$ cat config.mk
export PLATFORM = sky130hd
export DESIGN_NAME = epoch_seconds_to_calendar_top
export DESIGN_NICKNAME = d
export VERILOG_FILES = /design/src/rtl/core/e2c_pkg.sv /design/src/rtl/core/e2c_sub.sv /design/src/rtl/core/epoch_seconds_to_calendar_top.sv
export SDC_FILE = /design/constraint.sdc
export NUM_CORES = 1
export LEC_CHECK = 0
export BUFFER_PORTS_ARGS = -buffer_cell sky130_fd_sc_hd__buf_2
export CAP_MARGIN = 20
export CORE_ASPECT_RATIO = 2
export CORE_UTILIZATION = 44
export CTS_CLUSTER_DIAMETER = 120
export DETAILED_ROUTE_END_ITERATION = 16
export PLACE_DENSITY = 0.59
export REMOVE_ABC_BUFFERS = 1
export SLEW_MARGIN = 30
export SYNTH_ARGS = -nofsm -noshare
export SYNTH_HDL_FRONTEND = slang
export SYNTH_HIERARCHICAL = 1
export SYNTH_SLANG_ARGS = --single-unit
$ cat constraint.sdc
create_clock -name i_clk -period 8 [get_ports i_clk]
set_clock_uncertainty 0.05 [all_clocks]
set_input_delay 1.2 -clock i_clk [delete_from_list [all_inputs] [get_ports i_clk]]
set_output_delay 1.2 -clock i_clk [all_outputs]
set_load 0.02 [all_outputs]
$ cat src/rtl/core/e2c_pkg.sv
package e2c_pkg;

    localparam int unsigned InW    = 31;
    localparam int unsigned DaysW  = 15;
    localparam int unsigned YearW  = 11;
    localparam int unsigned InBytesW  = 32;
    localparam int unsigned OutBytesW = 40;

    localparam logic [InW-1:0]   SecPerDay  = 31'd86400;
    localparam logic [InW-1:0]   SecPerHour = 31'd3600;
    localparam logic [InW-1:0]   SecPerMin  = 31'd60;
    localparam logic [YearW-1:0] EpochYear  = 11'd1970;

    // Quotient bit counts minus one for each division pass
    localparam logic [3:0] DayTopBit  = 4'd14;
    localparam logic [3:0] HourTopBit = 4'd4;
    localparam logic [3:0] MinTopBit  = 4'd5;

    // Residues of the epoch year for the leap rule
    localparam logic [1:0] Epoch4   = 2'd2;
    localparam logic [6:0] Epoch100 = 7'd70;
    localparam logic [8:0] Epoch400 = 9'd370;

    localparam logic [3:0] MonthDec = 4'd11;
    localparam logic [3:0] MonthFeb = 4'd1;

    typedef enum logic [5:0] {
        S_IDLE = 6'b000001,
        S_DAY  = 6'b000010,
        S_HOUR = 6'b000100,
        S_MIN  = 6'b001000,
        S_YEAR = 6'b010000,
        S_MON  = 6'b100000
    } t_state;

    // Compare-subtract result from the shared unit
    typedef struct packed {
        logic           ge;
        logic [InW-1:0] diff;
    } t_sub_res;

    // Days in a month, month counted from 0
    function automatic logic [4:0] month_len(input logic [3:0] mon, input logic leap);
        logic [4:0] len;
        case (mon)
            MonthFeb:               len = leap ? 5'd29 : 5'd28;
            4'd3, 4'd5, 4'd8, 4'd10: len = 5'd30;
            default:                len = 5'd31;
        endcase
        return len;
    endfunction

endpackage

$ cat src/rtl/core/e2c_sub.sv
module e2c_sub
    import e2c_pkg::*;
(
    input  logic [InW-1:0] i_a,
    input  logic [InW-1:0] i_b,
    output t_sub_res       o_res
);

    logic [InW:0] w_wide;

    // Subtract with one extra bit; no borrow means a >= b
    assign w_wide     = {1'b0, i_a} - {1'b0, i_b};
    assign o_res.ge   = ~w_wide[InW];
    assign o_res.diff = w_wide[InW-1:0];

endmodule

$ cat src/rtl/core/epoch_seconds_to_calendar_top.sv
// Channel   Dir  tdata fields (low bit up)                           tuser / tlast
// s_axis    in   epoch_seconds[30:0], zero pad to 32                  none
// m_axis    out  year[10:0] month[14:11] day_of_month[19:15]          none
//                hour[24:20] minute[30:25] second[36:31], pad to 40
//
// One item: 15 + 5 + 6 day/hour/minute division steps, one step per year since
// 1970 plus one (1 to 69), then 1 to 12 month steps, the last loading the output
// once the output register is free; all steps share the single compare-subtract
// unit; s_axis_tready is high only while the sequencer idles.
// Reset is synchronous, active low, and clears the sequencer and output valid.
// A stalled result holds in the output register; a new beat is taken meanwhile.
module epoch_seconds_to_calendar_top
    import e2c_pkg::*;
(
    input  logic                 i_clk,
    input  logic                 i_rst_n,
    input  logic                 i_s_axis_tvalid,
    output logic                 o_s_axis_tready,
    input  logic [InBytesW-1:0]  i_s_axis_tdata,  // epoch_seconds[30:0]
    output logic                 o_m_axis_tvalid,
    input  logic                 i_m_axis_tready,
    output logic [OutBytesW-1:0] o_m_axis_tdata   // year, month, day_of_month,
                                                  // hour, minute, second
);

    t_state               r_state, n_state;
    logic [InW-1:0]       r_acc, n_acc;
    logic [DaysW-1:0]     r_q, n_q;
    logic [DaysW-1:0]     r_days, n_days;
    logic [4:0]           r_hour, n_hour;
    logic [5:0]           r_min, n_min;
    logic [5:0]           r_sec, n_sec;
    logic [YearW-1:0]     r_year, n_year;
    logic [1:0]           r_m4, n_m4;
    logic [6:0]           r_m100, n_m100;
    logic [8:0]           r_m400, n_m400;
    logic [3:0]           r_mon, n_mon;
    logic [3:0]           r_cnt, n_cnt;
    logic                 r_out_valid, n_out_valid;
    logic [OutBytesW-1:0] r_out_data, n_out_data;

    logic [InW-1:0]       w_b;
    t_sub_res             w_res;
    logic                 w_leap;
    logic                 w_out_free;
    logic                 w_take;
    logic                 w_done;

    assign w_leap = ((r_m4 == 2'd0) && (r_m100 != 7'd0)) || (r_m400 == 9'd0);
    assign w_out_free = ~r_out_valid | i_m_axis_tready;
    assign w_take = i_s_axis_tvalid & (r_state == S_IDLE);

    // Pick the operand for the shared unit
    always_comb begin
        unique case (r_state)
            S_DAY:   w_b = SecPerDay << r_cnt;
            S_HOUR:  w_b = SecPerHour << r_cnt;
            S_MIN:   w_b = SecPerMin << r_cnt;
            S_YEAR:  w_b = w_leap ? 31'd366 : 31'd365;
            S_MON:   w_b = {26'd0, month_len(r_mon, w_leap)};
            default: w_b = '0;
        endcase
    end

    e2c_sub u_sub (
        .i_a   (r_acc),
        .i_b   (w_b),
        .o_res (w_res)
    );

    // Month walk ends on a short remainder or at December, once the output is free
    assign w_done = (r_state == S_MON) && (~w_res.ge || (r_mon == MonthDec)) && w_out_free;

    // Sequencer
    always_comb begin
        n_state     = r_state;
        n_acc       = r_acc;
        n_q         = r_q;
        n_days      = r_days;
        n_hour      = r_hour;
        n_min       = r_min;
        n_sec       = r_sec;
        n_year      = r_year;
        n_m4        = r_m4;
        n_m100      = r_m100;
        n_m400      = r_m400;
        n_mon       = r_mon;
        n_cnt       = r_cnt;
        n_out_valid = r_out_valid & ~i_m_axis_tready;
        n_out_data  = r_out_data;

        unique case (r_state)
            S_IDLE: begin
                if (w_take) begin
                    n_acc   = i_s_axis_tdata[InW-1:0];
                    n_q     = '0;
                    n_cnt   = DayTopBit;
                    n_state = S_DAY;
                end
            end
            S_DAY, S_HOUR, S_MIN: begin
                // One restoring-division step
                if (w_res.ge) begin
                    n_acc = w_res.diff;
                end
                n_q   = {r_q[DaysW-2:0], w_res.ge};
                n_cnt = r_cnt - 4'd1;
                if (r_cnt == 4'd0) begin
                    n_q = '0;
                    if (r_state == S_DAY) begin
                        n_days  = {r_q[DaysW-2:0], w_res.ge};
                        n_cnt   = HourTopBit;
                        n_state = S_HOUR;
                    end else if (r_state == S_HOUR) begin
                        n_hour  = {r_q[3:0], w_res.ge};
                        n_cnt   = MinTopBit;
                        n_state = S_MIN;
                    end else begin
                        n_min   = {r_q[4:0], w_res.ge};
                        n_sec   = w_res.ge ? w_res.diff[5:0] : r_acc[5:0];
                        n_acc   = {{(InW-DaysW){1'b0}}, r_days};
                        n_year  = EpochYear;
                        n_m4    = Epoch4;
                        n_m100  = Epoch100;
                        n_m400  = Epoch400;
                        n_state = S_YEAR;
                    end
                end
            end
            S_YEAR: begin
                // Take away a whole year while the day count allows it
                if (w_res.ge) begin
                    n_acc  = w_res.diff;
                    n_year = r_year + 11'd1;
                    n_m4   = r_m4 + 2'd1;
                    n_m100 = (r_m100 == 7'd99) ? 7'd0 : r_m100 + 7'd1;
                    n_m400 = (r_m400 == 9'd399) ? 9'd0 : r_m400 + 9'd1;
                end else begin
                    n_mon   = '0;
                    n_state = S_MON;
                end
            end
            S_MON: begin
                if (w_done) begin
                    n_out_valid = 1'b1;
                    n_out_data  = {3'd0, r_sec, r_min, r_hour,
                                   r_acc[4:0] + 5'd1, r_mon + 4'd1, r_year};
                    n_state     = S_IDLE;
                end else if (w_res.ge && (r_mon != MonthDec)) begin
                    n_acc = w_res.diff;
                    n_mon = r_mon + 4'd1;
                end
            end
            default: n_state = S_IDLE;
        endcase
    end

    // Control registers
    always_ff @(posedge i_clk) begin
        if (!i_rst_n) begin
            r_state     <= S_IDLE;
            r_out_valid <= 1'b0;
        end else begin
            r_state     <= n_state;
            r_out_valid <= n_out_valid;
        end
    end

    // Datapath registers
    always_ff @(posedge i_clk) begin
        r_acc      <= n_acc;
        r_q        <= n_q;
        r_days     <= n_days;
        r_hour     <= n_hour;
        r_min      <= n_min;
        r_sec      <= n_sec;
        r_year     <= n_year;
        r_m4       <= n_m4;
        r_m100     <= n_m100;
        r_m400     <= n_m400;
        r_mon      <= n_mon;
        r_cnt      <= n_cnt;
        r_out_data <= n_out_data;
    end

    assign o_s_axis_tready = (r_state == S_IDLE);
    assign o_m_axis_tvalid = r_out_valid;
    assign o_m_axis_tdata  = r_out_data;

endmodule

After elaboration in Yosys (flattened, before gate mapping):

Index checks and enable logic that the tools add are counted.

* reductions and logical operators: 25
* add/subtract/negate cells: 8
* equal/unequal tests: 24
* bitwise operators: 8
* multiplexer cells: 56
* shifts and indexed selects: 3

Operators with widths (count)
* 31-bit two-way mux: 7
* 31-bit one-hot mux with 5 select lines: 1
* 31-bit one-hot mux with 4 select lines: 1
* 9-bit two-way mux: 5
* 11-bit two-way mux: 4
* 7-bit two-way mux: 5
* 31-bit by 31-bit subtractor with 32-bit output: 1
* 12-bit by 4-bit left shift with 31-bit output (first input constant): 1
* 17-bit by 4-bit left shift with 31-bit output (first input constant): 1
* 6-bit by 4-bit left shift with 31-bit output (first input constant): 1
* 6-bit two-way mux: 5
* 14-bit two-way mux: 2
* 4-bit two-way mux: 7
* 14-bit one-hot mux with 2 select lines: 1
* 6-bit one-hot mux with 4 select lines: 1
* 11-bit one-hot mux with 2 select lines: 1
* 4-bit AND reduction: 5
* 9-bit one-hot mux with 2 select lines: 1
* 4-bit one-hot mux with 2 select lines: 2
* 7-bit one-hot mux with 2 select lines: 1
* 4-bit equality test (second input constant): 3
* 2-bit != test (second input constant): 6
* 11-bit by 1-bit adder with 11-bit output (second input constant): 1
* 2-bit two-way mux: 5
* other kinds (38): 56

* word-level logic and storage cells: 139
* output and inout port bits: 42
* input port bits: 36
* register bits: 158

Longest topological paths before layout:

* depth after elaboration: 12
* mapped depth: 22
* gate-level depth less buffers: 20

Cells and area by module:

Netlist, hierarchy kept.

By module, submodules not included
* epoch_seconds_to_calendar_top: area an instance 7693.6 um2, times used 1, seq. area each 4674.5 um2, cells each 637
* e2c_sub: area an instance 1906.8 um2, times used 1, seq. area each 0.0 um2, cells each 292

Least setup slack after synthesis:

OpenSTA, ideal clock, no wires.

* path kind: register to register
* start: register r_state[4]
* end: register r_acc[0], enable pin
* clock period less this slack: 7.003 ns
* stages on the path, launching flop included: 20
* slack: 0.997 ns
* arrival: 6.486 ns
* setup time: 0.467 ns
* buffers on the path: 3
* required time: 7.483 ns
* cell sequence: dfxtp_1 -> nor3_1 -> o211a_1 -> buf_2 -> nand2b_1 -> clkbuf_1 -> o31ai_1 -> inv_1 -> ha_1 -> a21o_1 -> a31oi_1 -> a21oi_2 -> a31oi_2 -> o31a_1 -> o31a_1 -> a21oi_1 -> clkbuf_1 -> o21ai_0 -> nand2_1 -> a21boi_0

RTL lines
* from (decl): RTL line epoch_seconds_to_calendar_top.sv:26 `t_state r_state, n_state;`
* from (signal assigned): RTL line epoch_seconds_to_calendar_top.sv:164 `r_state <= n_state;`
* to (signal assigned): RTL line epoch_seconds_to_calendar_top.sv:171 `r_acc <= n_acc;`
* to (decl): RTL line epoch_seconds_to_calendar_top.sv:27 `logic [InW-1:0] r_acc, n_acc;`

Worst setup path in the final report:

* start: register r_state[3]
* end: register r_acc[25], data pin

* cells in the longest elaborated chain, start to end: 8
* elaborated cells between the ends (all ways): 16
* classes of those cells: add/sub: 1; eq/ne: 6; mux: 8; reduce/logical: 1

RTL lines
* 6-bit equality test, or another cell as far along: RTL line epoch_seconds_to_calendar_top.sv:55 `unique case (r_state)`
* 31-bit one-hot mux with 5 select lines (*): RTL line epoch_seconds_to_calendar_top.sv:55
* named net w_b[8]: RTL line epoch_seconds_to_calendar_top.sv:42 `logic [InW-1:0] w_b;`
* 31-bit by 31-bit subtractor with 32-bit output (*): RTL line e2c_sub.sv:12 `assign w_wide = {1'b0, i_a} - {1'b0, i_b};`
* 31-bit two-way mux: RTL line epoch_seconds_to_calendar_top.sv:132 `if (w_res.ge) begin`
* 31-bit two-way mux: RTL line epoch_seconds_to_calendar_top.sv:114 `end else if (r_state == S_HOUR) begin`
* 31-bit two-way mux: RTL line epoch_seconds_to_calendar_top.sv:110 `if (r_state == S_DAY) begin`
* 31-bit two-way mux: RTL line epoch_seconds_to_calendar_top.sv:108 `if (r_cnt == 4'd0) begin`
* 31-bit one-hot mux with 4 select lines (*): RTL line epoch_seconds_to_calendar_top.sv:92 `unique case (r_state)`
* named net n_acc[25]: RTL line epoch_seconds_to_calendar_top.sv:27

The timed path passes the listed nets; every way through them passes the cells marked *. The select of a mux whose other input is x is not followed.
A chain may end at the register's enable or synchronous reset.

==> impl_results.md <==
- Post-CTS Hold Fix Bufs: 0
- Top post-synthesis cells by count: edfxtp_1, nand2_1, nor2_1
- Post-synthesis cell type count: 80
- Max-slew violations: 0
- Initial antenna violation count: 0
- Sequential area share after synthesis: 0.487
- CTS Sinks: 158
- Post-synth EDFFs: 151
- CP Capture Point: r_acc[25]
- Most frequent CP cell: o31a_1
- Max_cap viols: 0
- Share of total power in combinational logic: 0.206
- Seq pwr share: 0.437
- Num CTS Buffers: 17
- Wirelength per Cell: slightly below 20 µm
- Worst Max-Slew Pin Slew: between 0.9 and 1 ns
- Initial Utilization: 0.447
- Via count: 7404
- R2R depth: 21
- RSZ-0062 raised after global routing: no
- Startpoint types: flip-flop
- Dpl ws: just under 2 ns
- Synth warn: 6
- IO buf count: between 70 and 80
- Die Y: 211 µm
- DR vias/cell: 5.82
- Post-Synthesis Cells: roughly 930
- P per Cell Area: between 200 and 250 nW/µm²
- Cell Area, Synth: about 9600 µm²
- Lkg Pwr: 4.03 nW
- Critical-path top delay cell: nor4_1
- Post-CTS Setup Bufs: 0
- Yosys top cell by area: edfxtp_1
- Final ANT Viol Nets: 0
- Sw Ratio: 0.309
- Worst Setup SP: r_state[3]
- Synth Flop Type: edfxtp_1
- Hold Path Class: reg2reg
- CP max stage delay: between 0.5 and 0.6 ns
- Total core area: 21500 µm²
- Worst skew pair latency: about 0.45 ns
- Worst IR Drop VDD: 0.000150 V
- Initial drt markers: between 400 and 500
- Layout cells sized above 1: 0.162
- Dpl hpwl: 17900 µm
- DIE AREA: roughly 22000 µm²
- FF-to-FF setup slack: approximately 1.9 ns
- Crit-path cells: nor4_1, nand2_1, o31a_1, and2_1, o31ai_1, inv_1, ha_1, and3_1, a211o_1, a31o_2, a31oi_2, o31a_1, o31a_1, a21oi_2, buf_4, inv_1, nor3_2, a311oi_2, buf_4, nor2b_1, a221o_1
- Crit. End Element: flip-flop
- P_sw: around 0.7 mW
- Io pins: 78
- Final Hold Fails: 0
- Reg-to-reg startpoint: r_state[3]
- Largest net degree at the start of global routing: 38
- First-pass GRT wire length: a little under 40000 µm
- Die Wd: roughly 110 µm
- Int Pwr: approximately 1.6 mW
- Layout overhead on the synthesized area: 12.4%
- Async set-reset flop share out of synthesis: 0
- Synth top area share: 0.472
- Average cell area after synthesis: about 10 µm²
- Root Buffer: clkbuf_16
- Required @ worst endpoint: ~8 ns
- Synth area leaders: edfxtp_1, ha_1, nand2_1
- CTS tree: done
- Final GP Congestion: 0.956
- Worst-path clk slew: ~0.07 ns
- Layout Utilization: 0.502
- Antenna Cells: 0
- H-tree levels: 4
- All-Layer GR Usage: 0.232
- CP Class: reg2reg
- Fmax: 165 MHz
- Nets: between 1000 and 1500
- Pre-antenna DRT Iters: 7
- Number of global-route vias before repair: 7667
- Std cell rows: 76
- Synth Register Bits: 158
- Reg2reg end: r_acc[25]
- Final setup vio count: 0
- Max transition margin: 0.337
- Min cycle time layout: ~6.1 ns
- Final period util: 0.758
- Most common cell in the synthesized netlist: edfxtp_1
- Status: complete, no violations
- Setup TNS: 0 ns
- Post-route DRC: 0
- Clk buf depth: 2
- Setup ws final: approximately 1.9 ns
- Crit path DAT: between 6 and 7 ns
- Worst-path fanout max: 16
- Clock power share: 0.357
- Overflow after GRT: 0
- Drt total wl: around 25000 µm
- Post-CTS sizing: 0
placed cells by master, fill, tap and decap left out, types with 5 or more instances in the layout:
cell type / synthesis / layout
a31oi_1: 7 / 7
xor2_1: 19 / 19
nand2_1: 92 / 92
o22ai_1: 15 / 14
buf_2: 7 / 73
a22oi_1: 5 / 5
mux2i_1: 8 / 8
buf_4: 5 / 13
mux2_2: 17 / 17
nand3_1: 29 / 29
nand4_1: 11 / 11
or3_1: 5 / 5
o21a_1: 6 / 6
nor3_1: 21 / 20
a21o_1: 17 / 17
nand2b_1: 10 / 10
edfxtp_1: 151 / 151
nor2b_1: 27 / 27
xnor2_1: 34 / 34
dfxtp_1: 7 / 7
nor2_1: 70 / 70
and2_1: 6 / 6
a21oi_1: 53 / 52
a222oi_1: 12 / 12
and3_1: 29 / 29
o31ai_1: 6 / 6
o211ai_1: 9 / 9
a221o_1: 16 / 16
clkbuf_16: 0 / 17
ha_1: 43 / 43
nor3b_1: 6 / 6
o21ai_0: 35 / 35
inv_1: 54 / 54
power groups by stage:
stage / Sequential, mW / Clock (mW) / Combinational, mW
final: 0.991 / 0.811 / 0.466
after global routing: 0.995 / 0.857 / 0.512
after CTS: 0.991 / 0.828 / 0.466
after detailed placement: 1.01 / 0 / 0.464
after global placement: 1.01 / 0 / 0.460
after floorplan: 0.995 / 0 / 0.344
cells by family (layout without fill, tap and decap cells):
| group | count (synthesis) | count (layout) | share of synthesized area |
|---|---|---|---|
| compound gates | 217 | 217 | 0.161 |
| xor+xnor | 53 | 53 | 0.0484 |
| fa+ha+maj | 44 | 44 | 0.0581 |
| buf+inv | 104 | 173 | 0.0463 |
| flops | 158 | 158 | 0.487 |
| mux | 25 | 25 | 0.0283 |
| other cells | 1 | 3 | 0.000391 |
| simple gates | 327 | 327 | 0.171 |
sequential cells by signal (all words and copies together) (netlist names), 7 cells and up:
name and count:
r_q 14, o_m_axis_tdata 37, r_days 15, r_m400 9, r_year 11, r_m100 7
r_acc 31
worst min-delay path by stage:
| stage | start | to | depth (start not counted) |
|---|---|---|---|
| 2_1_floorplan | r_hour[0] | o_m_axis_tdata[20] | 0 |
| 3_3_place_gp | r_min[5] | o_m_axis_tdata[30] | 0 |
| 3_5_place_dp | r_hour[2] | o_m_axis_tdata[22] | 0 |
| 4_1_cts | r_hour[2] | o_m_axis_tdata[22] | 0 |
| 5_1_grt | r_hour[2] | o_m_axis_tdata[22] | 0 |
| 6_report | r_hour[1] | o_m_axis_tdata[21] | 0 |
through the flow:
step / std cells / hold slack, ns / instance area (µm²) / total power [mW]
after CTS: 1273 / 0.371 / 10800 / 2.29
final: 1273 / 0.373 / 10800 / 2.27
after global placement: 1241 / 0.353 / 10200 / 1.47
after global routing: 1273 / 0.373 / 10800 / 2.36
after detailed placement: 1241 / 0.355 / 10200 / 1.47
after floorplan: 882 / 0.350 / 9370 / 1.34
final cells by class:
type                       count  area (µm²)
fill                        2070       10700
sequential                   158        4670
multi-input combinational    669        4520
timing repair buffer          86         463
clock buffer                  17         425
tap                          273         342
inverter                      55         206
clock inverter                15         166
per-layer routing:
metal	GRT usage	part of all wire	vias to the layer above
li1	-	-	3571
met1	0.223	0.36	3559
met4	0.175	0.067	0
met2	0.434	0.55	184
met5	0	0	-
met3	0.0349	0.027	90
worst max-delay path: cells and delay by family, from the launching register on:
family	cells	cell delay, ns
adder cells (fa/ha/maj)	1	0.35
buffers and inverters	4	0.76
AND/OR/NAND/NOR	6	1.62
flip-flops	1	0.41
AO/OA/AOI/OAI	10	2.61
Power figures use the tool's default switching activity.
